## src/sblx_pkg.sv

```systemverilog
`timescale 1ns / 1ps
// Shared types and constants for the sinogram bin to LOR expander.
// Used by sblx_div and by the top level; depends on nothing else.
package sblx_pkg;

  // Table sizes.
  localparam int NUM_SINOS          = 128;
  localparam int MAX_PAIRS_PER_SINO = 16;
  localparam int SINO_W             = $clog2(NUM_SINOS);
  localparam int PAIR_IDX_W         = $clog2(MAX_PAIRS_PER_SINO);
  localparam int PAIR_CNT_W         = $clog2(MAX_PAIRS_PER_SINO + 1);
  localparam int MASH_LIMIT         = 4;

  // Widths of the fields.
  localparam int RING_W  = 6;
  localparam int VIEW_W  = 9;
  localparam int ELEM_W  = 8;
  localparam int ID_W    = 18;
  localparam int XTAL_W  = 10;

  // Shared divider widths.
  localparam int DIVD_W  = 18;
  localparam int DIVS_W  = 10;
  localparam int DCNT_W  = $clog2(DIVD_W + 1);

  // Configuration register indexes.
  localparam int CFG_IDX_W = 3;
  localparam int CFG_DAT_W = 10;
  localparam logic [CFG_IDX_W-1:0] CFG_RING_GAPS  = 3'd0;
  localparam logic [CFG_IDX_W-1:0] CFG_HEAD       = 3'd1;
  localparam logic [CFG_IDX_W-1:0] CFG_RING_NOGAP = 3'd2;
  localparam logic [CFG_IDX_W-1:0] CFG_AXIAL      = 3'd3;
  localparam logic [CFG_IDX_W-1:0] CFG_NUM_ELEM   = 3'd4;
  localparam logic [CFG_IDX_W-1:0] CFG_MASH       = 3'd5;

  // Request to the shared divider.
  typedef struct packed {
    logic              start;
    logic [DIVD_W-1:0] dividend;
    logic [DIVS_W-1:0] divisor;
  } div_req_t;

  // Answer from the shared divider; quotient and remainder are held until the next start.
  typedef struct packed {
    logic              done;
    logic [DIVD_W-1:0] quotient;
    logic [DIVS_W-1:0] remainder;
  } div_rsp_t;

endpackage

```

## src/sblx_div.sv

```systemverilog
`timescale 1ns / 1ps
// Restoring divider, one quotient bit per cycle, shared by the sequencer.
// Depends on sblx_pkg for widths and the request and answer structs.
module sblx_div (
  input  logic              clk,
  input  logic              rst_n,
  input  sblx_pkg::div_req_t req,
  output sblx_pkg::div_rsp_t rsp
);
  import sblx_pkg::*;

  logic              busy_r, busy_nxt;
  logic              done_r, done_nxt;
  logic [DCNT_W-1:0] cnt_r, cnt_nxt;
  logic [DIVD_W-1:0] quo_r, quo_nxt;
  logic [DIVS_W-1:0] rem_r, rem_nxt;
  logic [DIVS_W-1:0] dvs_r, dvs_nxt;
  logic [DIVS_W:0]   trial;
  logic [DIVS_W:0]   diff;

  // One shift and trial subtract per cycle.
  always_comb begin
    busy_nxt = busy_r;
    done_nxt = 1'b0;
    cnt_nxt  = cnt_r;
    quo_nxt  = quo_r;
    rem_nxt  = rem_r;
    dvs_nxt  = dvs_r;
    trial    = {rem_r, quo_r[DIVD_W-1]};
    diff     = trial - {1'b0, dvs_r};
    if (req.start) begin
      busy_nxt = 1'b1;
      cnt_nxt  = DCNT_W'(DIVD_W);
      quo_nxt  = req.dividend;
      rem_nxt  = '0;
      dvs_nxt  = req.divisor;
    end else if (busy_r) begin
      if (trial >= {1'b0, dvs_r}) begin
        rem_nxt = diff[DIVS_W-1:0];
        quo_nxt = {quo_r[DIVD_W-2:0], 1'b1};
      end else begin
        rem_nxt = trial[DIVS_W-1:0];
        quo_nxt = {quo_r[DIVD_W-2:0], 1'b0};
      end
      cnt_nxt = cnt_r - 1'b1;
      if (cnt_r == DCNT_W'(1)) begin
        busy_nxt = 1'b0;
        done_nxt = 1'b1;
      end
    end
  end

  always_ff @(posedge clk) begin
    if (!rst_n) begin
      busy_r <= 1'b0;
      done_r <= 1'b0;
      cnt_r  <= '0;
    end else begin
      busy_r <= busy_nxt;
      done_r <= done_nxt;
      cnt_r  <= cnt_nxt;
    end
  end

  always_ff @(posedge clk) begin
    quo_r <= quo_nxt;
    rem_r <= rem_nxt;
    dvs_r <= dvs_nxt;
  end

  assign rsp.done      = done_r;
  assign rsp.quotient  = quo_r;
  assign rsp.remainder = rem_r;

endmodule

```

## config.mk

```make
export PLATFORM = sky130hd
export DESIGN_NAME = sblx_div
export DESIGN_NICKNAME = d
export VERILOG_FILES = /design/src/sblx_pkg.sv /design/src/sblx_div.sv
export SDC_FILE = /design/constraint.sdc
export NUM_CORES = 1
export LEC_CHECK = 0
export BUFFER_PORTS_ARGS = -buffer_cell sky130_fd_sc_hd__buf_2
export CAP_MARGIN = 25
export CORE_MARGIN = 1.5
export CORE_UTILIZATION = 50
export DETAILED_ROUTE_END_ITERATION = 7
export HOLD_SLACK_MARGIN = 0.02
export PLACE_DENSITY = 0.8
export SLEW_MARGIN = 40
export SYNTH_ARGS = -nofsm -noshare
export SYNTH_HDL_FRONTEND = slang
export SYNTH_SLANG_ARGS = --single-unit
```

## constraint.sdc

```tcl
create_clock -name clk -period 3.9 [get_ports clk]
set_input_delay 0.195 -clock clk [delete_from_list [all_inputs] [get_ports clk]]
set_output_delay 0.195 -clock clk [all_outputs]
set_load 0.02 [all_outputs]
```

### Word-level counts from Yosys, hierarchy flattened

Cells that the tools add are included.

| cells by class | value |
|---|---|
| add/subtract/negate cells | 2 |
| $lt $le $gt $ge | 1 |
| eq/ne operators | 1 |
| multiplexer cells | 10 |
| bitwise operators | 2 |
| reduce and logical (&&, ||, !) cells | 3 |

Operators with widths:

| cell | count |
|---|---|
| $mux 18 | 2 |
| $ge 11x10->1 | 1 |
| $mux 10 | 1 |
| $mux 5 | 2 |
| $sub 10x10->10 | 1 |
| $eq 5x1->1 const B | 1 |
| $mux 1 | 5 |
| $sub 5x1->5 const B | 1 |
| $reduce_or 3->1 | 1 |
| $not 1->1 | 2 |
| $reduce_bool 2->1 | 1 |
| $reduce_or 2->1 | 1 |

| word-level totals | value |
|---|---|
| flip-flop bits (word level) | 45 |
| input bits | 31 |
| output and inout port bits | 29 |
| logic and storage cells | 26 |

### Longest topological paths before layout

Gate-level depths: netlist of run 1.

| depth | value |
|---|---|
| word-level depth | 4 |
| gate-level depth with buffers | 9 |
| mapped depth without buffers | 9 |

### Worst setup path before layout of run 1

Ideal clock, no wire load.

| path | value |
|---|---|
| path type | reg2reg |
| from | reg quo_r[17] |
| to | reg rem_r[6] |
| library setup time | 103 ps |
| data arrival time | 2,105 ps |
| data required time | 3,797 ps |
| setup slack | 1,692 ps |
| stages on the path, launching flop included | 10 |
| path buffers | 0 |
| period minus slack after synthesis | 2,208 ps |
| cell sequence | edfxtp_1 inv_1 ha_1 inv_1 fa_1 a211oi_1 o211ai_1 o2111ai_1 a21oi_1 a2111oi_2 |

| on the way | value |
|---|---|
| cells in the longest elaborated chain, start to end | 2 |
| elaborated cells on any way between the ends | 3 |
| those cells by class | 1 x add/sub; 1 x order compare; 1 x mux |

RTL lines:

| what | line | text |
|---|---|---|
| start, declared | sblx_div.sv:15 | `logic [DIVD_W-1:0] quo_r, quo_nxt;` |
| start signal, assigned | sblx_div.sv:66 | `quo_r <= quo_nxt;` |
| $sub 10x10->10 or $ge 11x10->1 (tied branches) | sblx_div.sv:30, sblx_div.sv:38 |  |
| $mux 10 (*) | sblx_div.sv:38 | `if (trial >= {1'b0, dvs_r}) begin` |
| end signal, assigned | sblx_div.sv:67 | `rem_r <= rem_nxt;` |
| end, declared | sblx_div.sv:16 | `logic [DIVS_W-1:0] rem_r, rem_nxt;` |

Every way passes the cells marked *; elsewhere a longest branch is shown, timed or not.
A chain may end at the register's enable or synchronous reset.

### Worst setup path in the final report of run 1

| path | value |
|---|---|
| from | reg rem_r[5] |
| to | reg quo_r[0] (data pin) |

| on the way | value |
|---|---|
| cells in the longest elaborated chain, start to end | 4 |

RTL lines:

| what | line | text |
|---|---|---|
| $ge 11x10->1 | sblx_div.sv:38 |  |
| $mux 1 | sblx_div.sv:38 |  |
| $mux 18 | sblx_div.sv:37 | `end else if (busy_r) begin` |
| $mux 18 | sblx_div.sv:31 | `if (req.start) begin` |
| net quo_nxt[0] | sblx_div.sv:15 |  |

The timed path passes the listed nets, and every way through them passes these cells. The select of a mux whose other input is x is not followed.

==> results of run 1 <==
cells by family (layout without fill, tap and decap cells):
family | after synthesis | after routing | synth area share
adder cells (fa/ha/maj) | 13 | 13 | 0.0708
multiplexers | 18 | 18 | 0.0844
AND/OR/NAND/NOR | 51 | 51 | 0.110
XOR/XNOR | 8 | 8 | 0.0292
AO/OA/AOI/OAI | 51 | 51 | 0.172
flip-flops | 45 | 45 | 0.492
buffers and inverters | 25 | 85 | 0.0411
flip-flops by register name, summed over array words and instances, names as in the netlist:
name / count
quo_r: 18
dvs_r: 10
rem_r: 10
cnt_r: 5
busy_r: 1
done_r: 1
cell type report:
| cell class | instances | area [um^2] | area share |
|---|---|---|---|
| clock buffers | 6 | 72.6 | 0.0257 |
| clock inverters | 2 | 10.0 | 0.00355 |
| inverters | 17 | 63.8 | 0.0226 |
| multi-input cells | 141 | 1120 | 0.398 |
| flip-flops and latches | 45 | 1180 | 0.419 |
| well taps | 54 | 67.6 | 0.0240 |
| repair buffers | 60 | 303 | 0.107 |
worst paths after layout:
path / end / cells after the start / startpoint
setup / recovery: quo_r[0] / 6 / rem_r[5]
hold reg to reg: rem_r[5] / 2 / rem_r[5]
setup reg to reg: quo_r[0] / 6 / rem_r[5]
hold / removal: dvs_r[3] / 1 / req[3]
synthesized netlist by cell type (2+ instances only):
cell,instances,area share
edfxtp_1,28,0.35
a311oi_1,6,0.022
dfxtp_1,17,0.14
buf_1,4,0.0062
nand3_1,5,0.010
mux2_2,18,0.084
ha_1,12,0.062
o211ai_1,6,0.019
clkbuf_1,2,0.0031
o21ai_0,8,0.017
a21boi_0,2,0.0062
xnor2_1,4,0.015
nand2_1,13,0.020
or2_2,2,0.0052
and3_1,3,0.0078
a31oi_1,4,0.010
a21oi_2,2,0.0073
a21oi_1,5,0.010
a211o_1,2,0.0073
and2_1,3,0.0078
o31ai_1,2,0.0062
nor2_1,11,0.017
xor2_1,4,0.015
inv_1,17,0.027
nor3_1,4,0.0083
report_power, final:
part | internal [uW] | switching [uW] | total, uW
Sequential | 556 | 27.9 | 584
Clock | 125 | 161 | 285
Combinational | 126 | 184 | 310
per-stage QoR:
step | power, uW | area [um^2] | util | worst slack (ps)
after floorplan | 811 | 2400 | - | 1690
after global placement | 895 | 2740 | 0.587 | 1650
after detailed placement | 901 | 2740 | 0.587 | 1580
after CTS | 1180 | 2820 | 0.605 | 1580
after global routing | 1240 | 2820 | 0.605 | 1430
final | 1180 | 2820 | 0.605 | 1540
per-layer routing:
layer / vias to the layer above / wire length, um / GRT usage
li1: 900 / - / -
met1: 843 / 2310 / 0.266
met2: 47 / 2440 / 0.311
met3: 7 / 210 / 0.0486
met4: 0 / 81 / 0.0755
met5: - / 0 / 0
critical path: cells and delay by family (launching register included):
kind	cells	cell delay, ps
muxes	1	300
adders and majority gates	1	400
and+or+nand+nor	1	150
DFF	1	350
AOI/OAI and AO/OA	3	920
==> results.toml, run 1 <==
[global_route]
grt_antenna_before_repair = 0
overflow = 0
grt_max_degree = 37
grt_pass1_wl_um = 7850
grt_use_total = 0.198
grt_pass1_vias = 1663

[routing]
wire_per_inst_um = 15.5
vias = 1797
route.detailed.drc = 0
first_pass_iters = 4
drt-total-wl_um = 5050
postRouteAntennaNets = 0
drt_iter0_markers = 112
viasPerCell = 5.53

[sta]
max_freq_mhz = 425
whs_ps = 66.0
final-hold-violation-count = 0
period_share = 0.604
tightest_slew_ps = 782
setup_violations = 0
fin_skew_ps = 5.33
layout_min_cycle_time_ps = 2360
rsz0062_at_grt = "no"
maxSlewViolCount = 0
slew-limit-headroom = 0.479
fin_tns_setup_ps = 0

[critical_path]
path_cells = "ha_1 -> a21oi_2 -> o21ai_2 -> a211oi_4 -> nand2_1 -> mux2_2"
start_kind = "flop"
worstSetupPathType = "flop to flop"
crit_arrival_ps = 2420
cp_slowest_cell = "a211oi_4"
cp-end-kind = "flop"
max_stage_delay_ps = 520
rrSetupSlack_ps = 1540
critPathRequiredTime_ps = 3960
cp_max_fo = 10

[clocking]
cts_max_level = 2
hold_buffers = 0
path_clk_slew_ps = 90
clock_latency_ps = 300
postCtsSetupBuffers = 0
clockBufferDepth = 2
cts_buffers = 5
clock_sinks = 45
cts_tree = "built"
cts_resized = 0
cts_root_buf = "clkbuf_8"

[yosys]
yosys_warnings = 0
syn_area_per_cell_um2 = 11.4
yosysSeqAreaShare = 0.492
synth-main-ff-cell = "edfxtp_1"
ys_ff_latch = 45
synth.distinct_cells = 52
async_flop_share = 0
syn_inst = 211
syn_area_um2 = 2400
synth_edf_count = 28
syn_nets = 255

[pwr]
vdd_ir_drop_max_mv = 0.231
p_per_area_nw_per_um2 = 418
power.leakage_uw = 0.00121

[floorplanning]
num_io_pins = 60
start_util = 0.515
rows = 25
die_h_um = 72.3
core_um2 = 4660
dieArea_um2 = 5230
die_width_um = 72.3

[cells_and_area]
nFillCells = 394
final_nets = 314
final_common_cell = "buf_2"
drive_gt1_frac = 0.365
mostFrequentLayoutCells = "buf_2 (59), edfxtp_1 (28), mux2_2 (18)"
diodes = 0
syn2layout_area_growth_pct = 17.4
instances_no_fill = 325

[min_path]
min_path_type = "input port to flop"

[placed_design]
dp_cells = 317
dpl.hpwl_um = 3600
port_buffers = 59
gp_routability_congestion = 0.838

[job]
cap_violations = 0

[run_status]
status = "complete, no violations"
Note: power is estimated with default switching activity, not from simulation.
==> inputs of run 2 (changes only) <==
Settings changed: CORE_UTILIZATION 50 to 48.
Clock period 3.9 ns to 2.1 ns, I/O delays scaled along.
==> run 2 against run 1 <==
Total power is 100% higher. Final cell count is 13% higher. Register-to-register slack worse by 1500 ps. Setup slack worse by 1500 ps. Critical path depth is 1 higher. First-iteration DRC count is 42% higher. Hold slack better by 13 ps. Combinational power is 130% higher. Routed wire length is 11% higher. Cell area is 13% higher.
==> results.toml, run 2 (synthesis results as in run 1) <==
[run_status]
status = "complete, no violations"

[cells_and_area]
drive_gt1_frac = 0.450
largest_reg_flops = 18
reg_top3 = "quo_r x18, dvs_r x10, rem_r x10"
top_register = "quo_r"
diodes = 0
mostFrequentLayoutCells = "buf_2 (59), edfxtp_1 (28), mux2_2 (18), buf_4 (18), inv_1 (15)"
syn2layout_area_growth_pct = 32.4
post-route-util = 0.665
final_nets = 343
fin_area_um2 = 3180
final_common_cell = "buf_2"

[placed_design]
dpl.hpwl_um = 3950
gp_routability_congestion = 0.840
placed_area_um2 = 2880
port_buffers = 59
pre_cts_ws_ps = -27.4

[clocking]
clock_latency_ps = 310
clock_sinks = 45
cts_tree = "built"
path_clk_slew_ps = 90
clockBufferDepth = 2
cts_buffers = 5
cts_max_level = 2
cts_root_buf = "clkbuf_8"

[min_path]
min_path_type = "input port to flop"
hold_depth = 2
worstHoldStart = "rst_n"
min_to = "cnt_r[1]"

[floorplanning]
die_h_um = 73.7
rows = 25
start_util = 0.502
die_width_um = 73.7
core_um2 = 4790
num_io_pins = 60
dieArea_um2 = 5440

[pwr]
swShare = 0.315
p_per_area_nw_per_um2 = 747
power.net_switching_uw = 749
p_clk_frac = 0.247
p_seq_frac = 0.455
vdd_ir_drop_max_mv = 0.462
power.leakage_uw = 0.00137
p_int_uw = 1630
pwr-share-comb = 0.298

[critical_path]
rrSetupSlack_ps = 60
critPathRequiredTime_ps = 2310
r2r_end = "rem_r[2]"
cp_max_fo = 6
path_cells = "inv_1 -> ha_1 -> and2_4 -> a21boi_4 -> o31a_1 -> or4_4 -> o311ai_1"
cp_slowest_cell = "or4_4"
start_kind = "flop"
crit_arrival_ps = 2250
ff2ff_path_depth = 7
crit_family = "simple AND/OR/NAND/NOR gates"
cp-end-kind = "flop"
r2r-start = "dvs_r[3]"
max_stage_delay_ps = 520
worstSetupPathType = "flop to flop"
critPathBufInv = 1

[sta]
maxSlewViolCount = 0
period_share = 0.972
max_freq_mhz = 490
slew-limit-headroom = 0.746
whs_ps = 78.7
fin_ws_ps = 58.8
layout_min_cycle_time_ps = 2040
fin_skew_ps = 8.21
setup_violations = 0
tightest_slew_ps = 381
final-hold-violation-count = 0

[routing]
drt-total-wl_um = 5620
postRouteAntennaNets = 0
first_pass_iters = 4
viasPerCell = 5.46
vias = 2005
wire_per_inst_um = 15.3
drt_iter0_markers = 159
route.detailed.drc = 0

[job]
cap_violations = 0

[global_route]
grt_use_total = 0.217
grt_pass1_wl_um = 8850
overflow = 0
grt_max_degree = 27
grt_antenna_before_repair = 0
grt_pass1_vias = 1860
run 2: changes by cell type in the layout (fill, tap and decap cells not counted), moves of 3 or more:
| cell | previous run | this run |
|---|---|---|
| dfxtp_1 | 17 | 14 |
| buf_4 | 1 | 18 |
| dfxtp_2 | 0 | 3 |
| ha_1 | 12 | 9 |
| ha_4 | 0 | 3 |
| dlygate4sd3_1 | 0 | 10 |
run 2: worst max-delay path by stage:
stage,endpoint,cells past startpoint,from
final,rem_r[2],7,dvs_r[3]
after global routing,rem_r[3],8,dvs_r[3]
after CTS,rem_r[4],9,quo_r[17]
after detailed placement,rem_r[6],9,quo_r[17]
after global placement,rem_r[6],9,quo_r[17]
after floorplan,rem_r[6],9,quo_r[17]
run 2: cell type report:
cell class              instances  area (um^2)
repair buffers                 89          553
flip-flops and latches         45         1180
clock buffers                   6         82.6
fillers                       363         1600
well taps                      67         83.8
inverters                      17         63.8
clock inverters                 2         17.5
multi-input cells             141         1200
run 2: power groups by stage:
stage	combinational [uW]	sequential (uW)	clock [uW]
after floorplan	343	1170	0
after global placement	619	1100	0
after detailed placement	629	1100	0
after CTS	652	1080	601
after global routing	767	1090	635
final	707	1080	587
run 2: routing by layer:
layer | vias up | global-route usage | share of wire | wire, um
li1 | 958 | - | - | -
met1 | 954 | 0.296 | 0.44 | 2460
met2 | 75 | 0.339 | 0.48 | 2720
met3 | 18 | 0.0508 | 0.059 | 330
met4 | 0 | 0.0720 | 0.019 | 105
met5 | - | 0 | 0 | 0
run 2: through the flow:
stage	total power, uW	cells	TNS, ps
6_report	2380	367	0
3_5_place_dp	1730	346	-27.4
5_1_grt	2490	367	-90.7
3_3_place_gp	1710	346	0
2_1_floorplan	1510	211	-10.6
4_1_cts	2330	365	-1.25
run 2: repair_timing:
action,CTS,global route
setup endpoints to repair,1,10
buffers inserted,1,2
resized for setup,2,15
hold endpoints to repair,10,0
hold buffers,10,0
pin swaps,4,11
